===== src/design/sosa_pkg.sv =====
// ----------------------------------------------------------------------------
// sosa_pkg
// Shared types, widths and the reciprocal table for the scaled orientation
// source address core.
// ----------------------------------------------------------------------------
package sosa_pkg;

  localparam int COORD_W     = 14;  // destination coordinate
  localparam int DIM_W       = 11;  // source extent register
  localparam int SCL_W       = 5;   // scale numerator / denominator
  localparam int ORI_W       = 3;
  localparam int CFG_IDX_W   = 3;
  localparam int CFG_DATA_W  = 11;
  localparam int PROD_W      = COORD_W + SCL_W;   // dest * den
  localparam int RECIP_SHIFT = PROD_W + SCL_W;    // exact for PROD_W-bit dividends
  localparam int RECIP_W     = RECIP_SHIFT + 1;
  localparam int MUL_W       = PROD_W + RECIP_W;
  localparam int SGN_W       = PROD_W + 2;        // signed mapped coordinate
  localparam int OUT_W       = 10;
  localparam int IDX_W       = 20;

  typedef enum logic [ORI_W-1:0] {
    ORI_NONE   = 3'd0,
    ORI_FLIP_H = 3'd1,
    ORI_FLIP_V = 3'd2,
    ORI_ROT180 = 3'd3,
    ORI_ROT90  = 3'd4,
    ORI_ROT270 = 3'd5
  } orient_t;

  typedef enum logic [CFG_IDX_W-1:0] {
    CFG_SRC_WIDTH  = 3'd0,
    CFG_SRC_HEIGHT = 3'd1,
    CFG_SCALE_NUM  = 3'd2,
    CFG_SCALE_DEN  = 3'd3,
    CFG_ORIENT     = 3'd4
  } cfg_reg_t;

  // effective (clamped) configuration seen by the datapath
  typedef struct packed {
    logic [DIM_W-1:0] w;
    logic [DIM_W-1:0] h;
    logic [SCL_W-1:0] num;
    logic [SCL_W-1:0] den;
    logic [ORI_W-1:0] orient;
  } sosa_cfg_t;

  // ceil(2^RECIP_SHIFT / d); zero divisor never reaches here after clamping
  function automatic logic [RECIP_W-1:0] recip(input logic [SCL_W-1:0] d);
    logic [RECIP_W-1:0] r;
    case (d)
      5'd2:    r = 25'd8388608;
      5'd3:    r = 25'd5592406;
      5'd4:    r = 25'd4194304;
      5'd5:    r = 25'd3355444;
      5'd6:    r = 25'd2796203;
      5'd7:    r = 25'd2396746;
      5'd8:    r = 25'd2097152;
      5'd9:    r = 25'd1864136;
      5'd10:   r = 25'd1677722;
      5'd11:   r = 25'd1525202;
      5'd12:   r = 25'd1398102;
      5'd13:   r = 25'd1290556;
      5'd14:   r = 25'd1198373;
      5'd15:   r = 25'd1118482;
      5'd16:   r = 25'd1048576;
      5'd17:   r = 25'd986896;
      5'd18:   r = 25'd932068;
      5'd19:   r = 25'd883012;
      5'd20:   r = 25'd838861;
      5'd21:   r = 25'd798916;
      5'd22:   r = 25'd762601;
      5'd23:   r = 25'd729445;
      5'd24:   r = 25'd699051;
      5'd25:   r = 25'd671089;
      5'd26:   r = 25'd645278;
      5'd27:   r = 25'd621379;
      5'd28:   r = 25'd599187;
      5'd29:   r = 25'd578525;
      5'd30:   r = 25'd559241;
      5'd31:   r = 25'd541201;
      default: r = 25'd16777216;
    endcase
    return r;
  endfunction

endpackage


===== src/design/sosa_scale.sv =====
// ----------------------------------------------------------------------------
// sosa_scale
// Two-stage inverse scaling: dest*den, then division by num through a
// reciprocal multiply.
// ----------------------------------------------------------------------------
module sosa_scale
  import sosa_pkg::*;
(
  input  logic               clk,
  input  logic               rst_n,
  input  sosa_cfg_t          cfg,
  input  logic               up_vld,
  output logic               up_rdy,
  input  logic [COORD_W-1:0] up_x,
  input  logic [COORD_W-1:0] up_y,
  output logic               dn_vld,
  input  logic               dn_rdy,
  output logic [PROD_W-1:0]  dn_sx,
  output logic [PROD_W-1:0]  dn_sy
);

  logic               vld1_r, vld2_r;
  logic               rdy1, rdy2;
  logic [PROD_W-1:0]  px_r, py_r;
  logic [RECIP_W-1:0] recip_r;
  logic [PROD_W-1:0]  px_nxt, py_nxt;
  logic [MUL_W-1:0]   qx_full, qy_full;
  logic [PROD_W-1:0]  sx_r, sy_r;

  assign rdy2   = !vld2_r || dn_rdy;
  assign rdy1   = !vld1_r || rdy2;
  assign up_rdy = rdy1;

  assign px_nxt = PROD_W'(up_x) * PROD_W'(cfg.den);
  assign py_nxt = PROD_W'(up_y) * PROD_W'(cfg.den);

  assign qx_full = MUL_W'(px_r) * MUL_W'(recip_r);
  assign qy_full = MUL_W'(py_r) * MUL_W'(recip_r);

  always_ff @(posedge clk) begin
    if (!rst_n) begin
      vld1_r <= 1'b0;
      vld2_r <= 1'b0;
    end else begin
      if (rdy1) vld1_r <= up_vld;
      if (rdy2) vld2_r <= vld1_r;
    end
  end

  always_ff @(posedge clk) begin
    if (rdy1 && up_vld) begin
      px_r    <= px_nxt;
      py_r    <= py_nxt;
      recip_r <= recip(cfg.num);
    end
    if (rdy2 && vld1_r) begin
      sx_r <= qx_full[RECIP_SHIFT +: PROD_W];
      sy_r <= qy_full[RECIP_SHIFT +: PROD_W];
    end
  end

  assign dn_vld = vld2_r;
  assign dn_sx  = sx_r;
  assign dn_sy  = sy_r;

endmodule


===== src/design/sosa_orient.sv =====
// ----------------------------------------------------------------------------
// sosa_orient
// Applies the inverse orientation to the scaled coordinate and checks it
// against the source extents.
// ----------------------------------------------------------------------------
module sosa_orient
  import sosa_pkg::*;
(
  input  logic              clk,
  input  logic              rst_n,
  input  sosa_cfg_t         cfg,
  input  logic              up_vld,
  output logic              up_rdy,
  input  logic [PROD_W-1:0] up_sx,
  input  logic [PROD_W-1:0] up_sy,
  output logic              dn_vld,
  input  logic              dn_rdy,
  output logic [DIM_W-1:0]  dn_ux,
  output logic [DIM_W-1:0]  dn_uy,
  output logic              dn_hit
);

  logic                    vld_r;
  logic                    rdy;
  logic signed [SGN_W-1:0] sx_s, sy_s, wm1, hm1, w_s, h_s;
  logic signed [SGN_W-1:0] mx, my;
  logic                    hit;
  logic [DIM_W-1:0]        ux_r, uy_r;
  logic                    hit_r;

  assign rdy    = !vld_r || dn_rdy;
  assign up_rdy = rdy;

  assign sx_s = signed'(SGN_W'(up_sx));
  assign sy_s = signed'(SGN_W'(up_sy));
  assign w_s  = signed'(SGN_W'(cfg.w));
  assign h_s  = signed'(SGN_W'(cfg.h));
  assign wm1  = w_s - SGN_W'(1);
  assign hm1  = h_s - SGN_W'(1);

  always_comb begin
    case (cfg.orient)
      ORI_FLIP_H: begin mx = wm1 - sx_s; my = sy_s;        end
      ORI_FLIP_V: begin mx = sx_s;        my = hm1 - sy_s; end
      ORI_ROT180: begin mx = wm1 - sx_s; my = hm1 - sy_s; end
      ORI_ROT90:  begin mx = sy_s;        my = hm1 - sx_s; end
      ORI_ROT270: begin mx = wm1 - sy_s; my = sx_s;        end
      default:    begin mx = sx_s;        my = sy_s;        end
    endcase
  end

  assign hit = (mx >= 0) && (my >= 0) && (mx < w_s) && (my < h_s);

  always_ff @(posedge clk) begin
    if (!rst_n) begin
      vld_r <= 1'b0;
    end else if (rdy) begin
      vld_r <= up_vld;
    end
  end

  always_ff @(posedge clk) begin
    if (rdy && up_vld) begin
      ux_r  <= mx[DIM_W-1:0];
      uy_r  <= my[DIM_W-1:0];
      hit_r <= hit;
    end
  end

  assign dn_vld = vld_r;
  assign dn_ux  = ux_r;
  assign dn_uy  = uy_r;
  assign dn_hit = hit_r;

endmodule


===== src/design/sosa_index.sv =====
// ----------------------------------------------------------------------------
// sosa_index
// Linear source index and output register; misses are zeroed.
// ----------------------------------------------------------------------------
module sosa_index
  import sosa_pkg::*;
(
  input  logic             clk,
  input  logic             rst_n,
  input  sosa_cfg_t        cfg,
  input  logic             up_vld,
  output logic             up_rdy,
  input  logic [DIM_W-1:0] up_ux,
  input  logic [DIM_W-1:0] up_uy,
  input  logic             up_hit,
  output logic             dn_vld,
  input  logic             dn_rdy,
  output logic [OUT_W-1:0] dn_x,
  output logic [OUT_W-1:0] dn_y,
  output logic [IDX_W-1:0] dn_idx,
  output logic             dn_hit
);

  localparam int ROW_W = 2 * DIM_W;

  logic             vld_r;
  logic             rdy;
  logic [ROW_W-1:0] row_off;
  logic [ROW_W-1:0] idx_full;
  logic [OUT_W-1:0] x_r, y_r;
  logic [IDX_W-1:0] idx_r;
  logic             hit_r;

  assign rdy    = !vld_r || dn_rdy;
  assign up_rdy = rdy;

  assign row_off  = ROW_W'(up_uy) * ROW_W'(cfg.w);
  assign idx_full = row_off + ROW_W'(up_ux);

  always_ff @(posedge clk) begin
    if (!rst_n) begin
      vld_r <= 1'b0;
    end else if (rdy) begin
      vld_r <= up_vld;
    end
  end

  always_ff @(posedge clk) begin
    if (rdy && up_vld) begin
      hit_r <= up_hit;
      x_r   <= up_hit ? up_ux[OUT_W-1:0] : '0;
      y_r   <= up_hit ? up_uy[OUT_W-1:0] : '0;
      idx_r <= up_hit ? idx_full[IDX_W-1:0] : '0;
    end
  end

  assign dn_vld = vld_r;
  assign dn_x   = x_r;
  assign dn_y   = y_r;
  assign dn_idx = idx_r;
  assign dn_hit = hit_r;

endmodule


===== src/design/scaled_orientation_source_address_core.sv =====
// ----------------------------------------------------------------------------
// scaled_orientation_source_address_core
// Nearest-neighbour scale and rotate/flip source address generator.
// ----------------------------------------------------------------------------
// Takes one destination pixel per clock and returns one source address word
// per clock while out_stall is low. The four register stages are dest*den,
// the reciprocal multiply that divides by num (a 19 x 25 bit product), the
// orientation mapping with range check, and the linear index multiply feeding
// the output register. A stall on the output backs up through the stages
// without losing or repeating a word; the input is taken whenever the first
// stage is empty or moving. Registers are to be written only while the
// pipeline is empty; the block itself does not enforce this.
// ----------------------------------------------------------------------------
module scaled_orientation_source_address_core
  import sosa_pkg::*;
#(
  parameter int MAX_DIM   = 1024,
  parameter int MAX_SCALE = 16
) (
  input  logic                  clk,
  input  logic                  rst_n,
  input  logic                  cfg_we,
  input  logic [CFG_IDX_W-1:0]  cfg_index,
  input  logic [CFG_DATA_W-1:0] cfg_wdata,
  input  logic                  in_valid,
  output logic                  in_stall,
  input  logic [COORD_W-1:0]    in_dest_x,
  input  logic [COORD_W-1:0]    in_dest_y,
  output logic                  out_valid,
  input  logic                  out_stall,
  output logic [OUT_W-1:0]      out_src_x,
  output logic [OUT_W-1:0]      out_src_y,
  output logic [IDX_W-1:0]      out_src_index,
  output logic                  out_hit
);

  logic [DIM_W-1:0]  width_r, height_r;
  logic [SCL_W-1:0]  num_r, den_r;
  logic [ORI_W-1:0]  orient_r;
  sosa_cfg_t         cfg;

  logic              scl_rdy, scl_vld;
  logic [PROD_W-1:0] scl_sx, scl_sy;
  logic              ori_rdy, ori_vld, ori_hit;
  logic [DIM_W-1:0]  ori_ux, ori_uy;
  logic              idx_rdy;

  always_ff @(posedge clk) begin
    if (!rst_n) begin
      width_r  <= DIM_W'(1);
      height_r <= DIM_W'(1);
      num_r    <= SCL_W'(1);
      den_r    <= SCL_W'(1);
      orient_r <= ORI_NONE;
    end else if (cfg_we) begin
      case (cfg_index)
        CFG_SRC_WIDTH:  width_r  <= cfg_wdata[DIM_W-1:0];
        CFG_SRC_HEIGHT: height_r <= cfg_wdata[DIM_W-1:0];
        CFG_SCALE_NUM:  num_r    <= cfg_wdata[SCL_W-1:0];
        CFG_SCALE_DEN:  den_r    <= cfg_wdata[SCL_W-1:0];
        CFG_ORIENT:     orient_r <= cfg_wdata[ORI_W-1:0];
        default: ;
      endcase
    end
  end

  // clamp to the supported ranges
  function automatic logic [SCL_W-1:0] clamp_scale(input logic [SCL_W-1:0] v);
    logic [SCL_W-1:0] r;
    if (v == '0) r = SCL_W'(1);
    else if (int'(v) > MAX_SCALE) r = SCL_W'(MAX_SCALE);
    else r = v;
    return r;
  endfunction

  function automatic logic [DIM_W-1:0] clamp_dim(input logic [DIM_W-1:0] v);
    logic [DIM_W-1:0] r;
    if (int'(v) > MAX_DIM) r = DIM_W'(MAX_DIM);
    else r = v;
    return r;
  endfunction

  always_comb begin
    cfg.w      = clamp_dim(width_r);
    cfg.h      = clamp_dim(height_r);
    cfg.num    = clamp_scale(num_r);
    cfg.den    = clamp_scale(den_r);
    cfg.orient = orient_r;
  end

  assign in_stall = !scl_rdy;

  sosa_scale u_scale (
    .clk    (clk),
    .rst_n  (rst_n),
    .cfg    (cfg),
    .up_vld (in_valid),
    .up_rdy (scl_rdy),
    .up_x   (in_dest_x),
    .up_y   (in_dest_y),
    .dn_vld (scl_vld),
    .dn_rdy (ori_rdy),
    .dn_sx  (scl_sx),
    .dn_sy  (scl_sy)
  );

  sosa_orient u_orient (
    .clk    (clk),
    .rst_n  (rst_n),
    .cfg    (cfg),
    .up_vld (scl_vld),
    .up_rdy (ori_rdy),
    .up_sx  (scl_sx),
    .up_sy  (scl_sy),
    .dn_vld (ori_vld),
    .dn_rdy (idx_rdy),
    .dn_ux  (ori_ux),
    .dn_uy  (ori_uy),
    .dn_hit (ori_hit)
  );

  sosa_index u_index (
    .clk    (clk),
    .rst_n  (rst_n),
    .cfg    (cfg),
    .up_vld (ori_vld),
    .up_rdy (idx_rdy),
    .up_ux  (ori_ux),
    .up_uy  (ori_uy),
    .up_hit (ori_hit),
    .dn_vld (out_valid),
    .dn_rdy (!out_stall),
    .dn_x   (out_src_x),
    .dn_y   (out_src_y),
    .dn_idx (out_src_index),
    .dn_hit (out_hit)
  );

endmodule

===== config.mk =====
export PLATFORM = sky130hd
export DESIGN_NAME = scaled_orientation_source_address_core
export DESIGN_NICKNAME = d
export VERILOG_FILES = /design/src/design/sosa_pkg.sv /design/src/design/sosa_scale.sv /design/src/design/sosa_orient.sv /design/src/design/sosa_index.sv /design/src/design/scaled_orientation_source_address_core.sv
export SDC_FILE = /design/constraint.sdc
export NUM_CORES = 2
export LEC_CHECK = 0
export BUFFER_PORTS_ARGS = -buffer_cell sky130_fd_sc_hd__buf_2
export CAP_MARGIN = 20
export CELL_PAD_IN_SITES_DETAIL_PLACEMENT = 0
export CELL_PAD_IN_SITES_GLOBAL_PLACEMENT = 2
export CORE_MARGIN = 3
export CORE_UTILIZATION = 35
export CTS_BUF_LIST = sky130_fd_sc_hd__clkbuf_16
export DETAILED_ROUTE_END_ITERATION = 6
export PLACE_DENSITY = 0.76
export SLEW_MARGIN = 5
export SYNTH_ARGS = -nofsm -noshare
export SYNTH_HDL_FRONTEND = slang
export SYNTH_SLANG_ARGS = --single-unit

===== constraint.sdc =====
create_clock -name clk -period 16.5 [get_ports clk]
set_clock_uncertainty 0.05 [all_clocks]
set_input_delay 0.825 -clock clk [delete_from_list [all_inputs] [get_ports clk]]
set_output_delay 0.825 -clock clk [all_outputs]
set_load 0.1 [all_outputs]

==> impl_metrics.xml <==
<?xml version="1.0" encoding="UTF-8"?>
<metrics>
  <group name="placed_design">
    <metric name="place_inst" unit="">6877</metric>
    <metric name="post-dp-hpwl" unit="um">102000</metric>
    <metric name="place.gp.congestion" unit="">0.8437</metric>
    <metric name="io_buffer_count" unit="">89</metric>
    <metric name="preCtsSetupSlack" unit="ps">8493</metric>
  </group>
  <group name="logic_synthesis">
    <metric name="postSynthNetCount" unit="">6618</metric>
    <metric name="synthArstFlopShare" unit="%">0</metric>
    <metric name="synth.ff_latch_count" unit="">204</metric>
    <metric name="synth-main-ff-cell" unit="">edfxtp_1</metric>
    <metric name="synth-edff-count" unit="">165</metric>
    <metric name="postSynthCellCount" unit="">5209</metric>
    <metric name="netlist-cell-type-count" unit="">73</metric>
    <metric name="sequential_cell_area_fraction_in_the_yosys_report" unit="%">12.12</metric>
    <metric name="yosysWarningCount" unit="">0</metric>
    <metric name="syn-mean-instance-area" unit="um^2">9.084</metric>
    <metric name="synth_area" unit="mm^2">0.04732</metric>
  </group>
  <group name="pwr">
    <metric name="power.ir.vdd_worst" unit="V">0.0002077</metric>
    <metric name="cellLeakagePower" unit="nW">24.44</metric>
    <metric name="power_density" unit="mW/mm^2">153.5</metric>
  </group>
  <group name="floorplan">
    <metric name="placement_rows" unit="">134</metric>
    <metric name="floorplan.initialDensity" unit="%">35.37</metric>
    <metric name="chipWidth" unit="um">373.7</metric>
    <metric name="io-pin-count" unit="">90</metric>
    <metric name="full_die_area" unit="mm^2">0.1396</metric>
    <metric name="floorplan.die.height" unit="um">373.7</metric>
    <metric name="core_area" unit="mm^2">0.1338</metric>
  </group>
  <group name="drt">
    <metric name="viasPerCell" unit="">4.848</metric>
    <metric name="drt_pass1_iterations" unit="">5</metric>
    <metric name="routedWlPerCell" unit="um">18.78</metric>
    <metric name="remaining_drc_errors" unit="">0</metric>
    <metric name="drc_marker_count_from_the_first_detailed_route_iteration" unit="">1687</metric>
    <metric name="vias" unit="">33630</metric>
    <metric name="finalWirelength" unit="um">130200</metric>
    <metric name="antenna_violating_nets_post_route" unit="">0</metric>
  </group>
  <group name="sta">
    <metric name="final-setup-viol-count" unit="">0</metric>
    <metric name="maxSlewHeadroom" unit="%">21.91</metric>
    <metric name="layout_worst_path_cycle_share" unit="%">48.45</metric>
    <metric name="max_freq" unit="MHz">125.1</metric>
    <metric name="drv_slew" unit="">0</metric>
    <metric name="final.setup.worst_slack" unit="ps">8506</metric>
    <metric name="timing.final.hold_violations" unit="">0</metric>
    <metric name="fin_setup_tns" unit="ps">0</metric>
    <metric name="unrepaired_setup_endpoints_after_global_routing" unit="">false</metric>
    <metric name="post-route-min-period" unit="ps">7994</metric>
    <metric name="worst_pin_slew" unit="ps">1171</metric>
  </group>
  <group name="setup_path">
    <metric name="timing.setup.critical_path_class" unit="">reg -&gt; reg</metric>
    <metric name="crit_path_start_kind" unit="">flop</metric>
    <metric name="r2r_end" unit="">u_scale.dn_sy[18]</metric>
    <metric name="regToRegSetupSlack" unit="ps">8510</metric>
    <metric name="crit_path_start" unit="">u_scale.recip_r[16]</metric>
    <metric name="worstPathMaxFanout" unit="">21</metric>
    <metric name="ff2ff_path_depth" unit="">23</metric>
    <metric name="worst_r2r_startpoint" unit="">u_scale.recip_r[16]</metric>
    <metric name="required" unit="ps">16800</metric>
    <metric name="worstSetupEndpoint" unit="">u_scale.dn_sy[18]</metric>
    <metric name="setup.worst_path.end_class" unit="">flop</metric>
    <metric name="arrival" unit="ps">8290</metric>
  </group>
  <group name="finish">
    <metric name="fin_nets" unit="">6553</metric>
    <metric name="post_layout_instance_count_excluding_filler_cells" unit="">6937</metric>
    <metric name="drive_above_1_share" unit="%">5.072</metric>
    <metric name="area_growth_syn_to_layout" unit="%">7.190</metric>
  </group>
  <group name="clock_tree">
    <metric name="cts_hold_repair.buffers" unit="">0</metric>
    <metric name="cts_resized" unit="">0</metric>
    <metric name="clock_tree.root_cell" unit="">clkbuf_16</metric>
    <metric name="cts_max_level" unit="">1</metric>
    <metric name="insertion_delay" unit="ps">600</metric>
    <metric name="clk_transition_reported_paths" unit="ps">70</metric>
    <metric name="post_cts.repair.setup_buffers" unit="">0</metric>
    <metric name="tritoncts_clock_tree" unit="">done</metric>
    <metric name="numClockSinks" unit="">204</metric>
    <metric name="max-clock-path-buffers" unit="">3</metric>
    <metric name="number_of_buffers_added_by_the_clock_tree_synthesis_step" unit="">28</metric>
  </group>
  <group name="grt">
    <metric name="grt_use_total" unit="%">19.13</metric>
    <metric name="overflow" unit="">0</metric>
    <metric name="grt_antenna_before_repair" unit="">2</metric>
    <metric name="vias_in_the_first_global_route" unit="">36590</metric>
    <metric name="pin_count_of_the_biggest_net_entering_global_routing" unit="">64</metric>
    <metric name="grt_pass1_wl" unit="um">211500</metric>
  </group>
  <group name="run_status">
    <metric name="outcome" unit="">finished, final reports clean</metric>
  </group>
  <group name="flow_run">
    <metric name="cap_viol_max_count" unit="">0</metric>
  </group>
  <group name="worst_hold_path">
    <metric name="hold_class" unit="">reg -&gt; reg</metric>
  </group>
</metrics>
==> synth_stat cells, types with 47 or more instances <==
cell type	n	area share [%]
inv_1	1070	8.5
nand2_1	971	7.7
fa_1	940	40
and2_1	422	5.6
ha_1	422	11
clkbuf_1	257	2.0
edfxtp_1	165	10
a21oi_1	102	1.1
nor2_1	88	0.70
xnor2_1	85	1.6
o21ai_0	80	0.85
mux2i_1	62	1.3
a21o_1	50	0.79
nor2b_1	47	0.62
==> through the flow <==
stage,instance area (um^2),util (%),power [mW],hold WS [ps]
3_3_place_gp,49620,37.08,7.175,404.5
5_1_grt,50710,37.90,8.744,420.5
4_1_cts,50590,37.81,7.900,393.8
6_report,50720,37.91,7.785,412.0
2_1_floorplan,47320,-,5.407,388.9
3_5_place_dp,49650,37.11,7.209,408.2
==> layout by cell type, fill, tap and decap left out, types with 12 or more instances in the layout <==
master / synthesis / routed
clkbuf_16: 0 / 28
ha_1: 422 / 422
nand2b_1: 12 / 12
and2_1: 422 / 422
and3_1: 13 / 13
a21oi_1: 102 / 102
xnor2_1: 85 / 85
nor2_1: 88 / 87
nand2_1: 971 / 971
edfxtp_1: 165 / 165
buf_4: 0 / 84
nand3_1: 46 / 46
nor3_1: 30 / 30
o21bai_1: 15 / 15
fa_1: 940 / 940
nor2b_1: 47 / 42
o211ai_1: 12 / 12
o21ai_0: 80 / 80
dfxtp_1: 39 / 39
a211oi_1: 22 / 22
xor2_1: 35 / 35
buf_2: 2 / 89
a21o_1: 50 / 50
mux2i_1: 62 / 62
a21boi_0: 26 / 24
inv_1: 1070 / 1072
o21a_1: 22 / 22
==> logic make-up (layout without fill, tap and decap cells) <==
| group | after synthesis | after routing | share of synthesized area (%) |
|---|---|---|---|
| xor gates and xnor gates | 120 | 120 | 2.221 |
| other | 0 | 3 | 0 |
| AOI/OAI and AO/OA | 422 | 422 | 5.976 |
| muxes | 68 | 68 | 1.454 |
| buffers and inverters | 1346 | 1303 | 10.69 |
| and+or+nand+nor | 1687 | 1687 | 16.61 |
| adders and majority gates | 1362 | 1362 | 50.93 |
| DFF | 204 | 204 | 12.12 |
==> state kept, by name, summed over array words and instances, names as in the netlist, 3 cells and up <==
register,count
u_scale.recip_r,25
u_index.dn_idx,20
u_scale.dn_sx,19
u_scale.dn_sy,19
u_scale.px_r,19
u_scale.py_r,19
height_r,11
u_orient.dn_ux,11
u_orient.dn_uy,11
width_r,11
u_index.dn_x,10
u_index.dn_y,10
den_r,5
num_r,5
orient_r,3
==> area by class of cell <==
cell class                      instances  area [um^2]
Sequential cell                       204         5736
Multi-Input combinational cell       3659        36570
Fill cell                           13790        83070
Clock inverter                         24        237.7
Clock buffer                           28        700.7
Timing Repair Buffer                  180         1232
Inverter                             1071         4020
Tap cell                             1768         2212
Antenna cell                            3        7.507
==> report_power, final <==
part / leakage (nW) / internal, mW / switching (mW)
Clock: 0.452 / 0.350 / 0.285
Combinational: 22.1 / 2.57 / 3.61
Sequential: 1.90 / 0.842 / 0.132
Total: 24.4 / 3.76 / 4.02
==> worst min-delay path by stage <==
stage,start,end,slack (ps),cells after the start
final,width_r[5],width_r[5],410,2
after global routing,cfg_wdata[6],height_r[6],420,3
after CTS,cfg_wdata[10],height_r[10],390,3
after detailed placement,width_r[5],width_r[5],410,2
after global placement,width_r[6],width_r[6],400,2
after floorplan,width_r[5],width_r[5],390,2
==> per-layer routing <==
metal  wire length (um)  vias to the layer above  GRT usage (%)
met1              61280                    17340          26.62
met4               2532                        2          3.467
li1                   -                    15650              -
met5                 12                        -              0
met3               4215                      120          1.679
met2              62210                      521          32.78
==> critical path, cell delays in order (launching register included) <==
cell       delay (ps)
edfxtp_1          960
buf_4             450
nand2_1           130
fa_1              570
inv_1              50
fa_1              410
fa_1              450
fa_1              560
inv_1              60
fa_1              530
inv_1              50
fa_1              430
ha_1              320
a21o_1            190
a211oi_1          300
nor4b_1           630
a2111oi_0         220
buf_1             190
buf_4             140
o21ai_1           310
o21ba_2           250
o21ai_1           110
o41ai_2           250
xnor2_1           100
(Power assumes the default switching activity.)
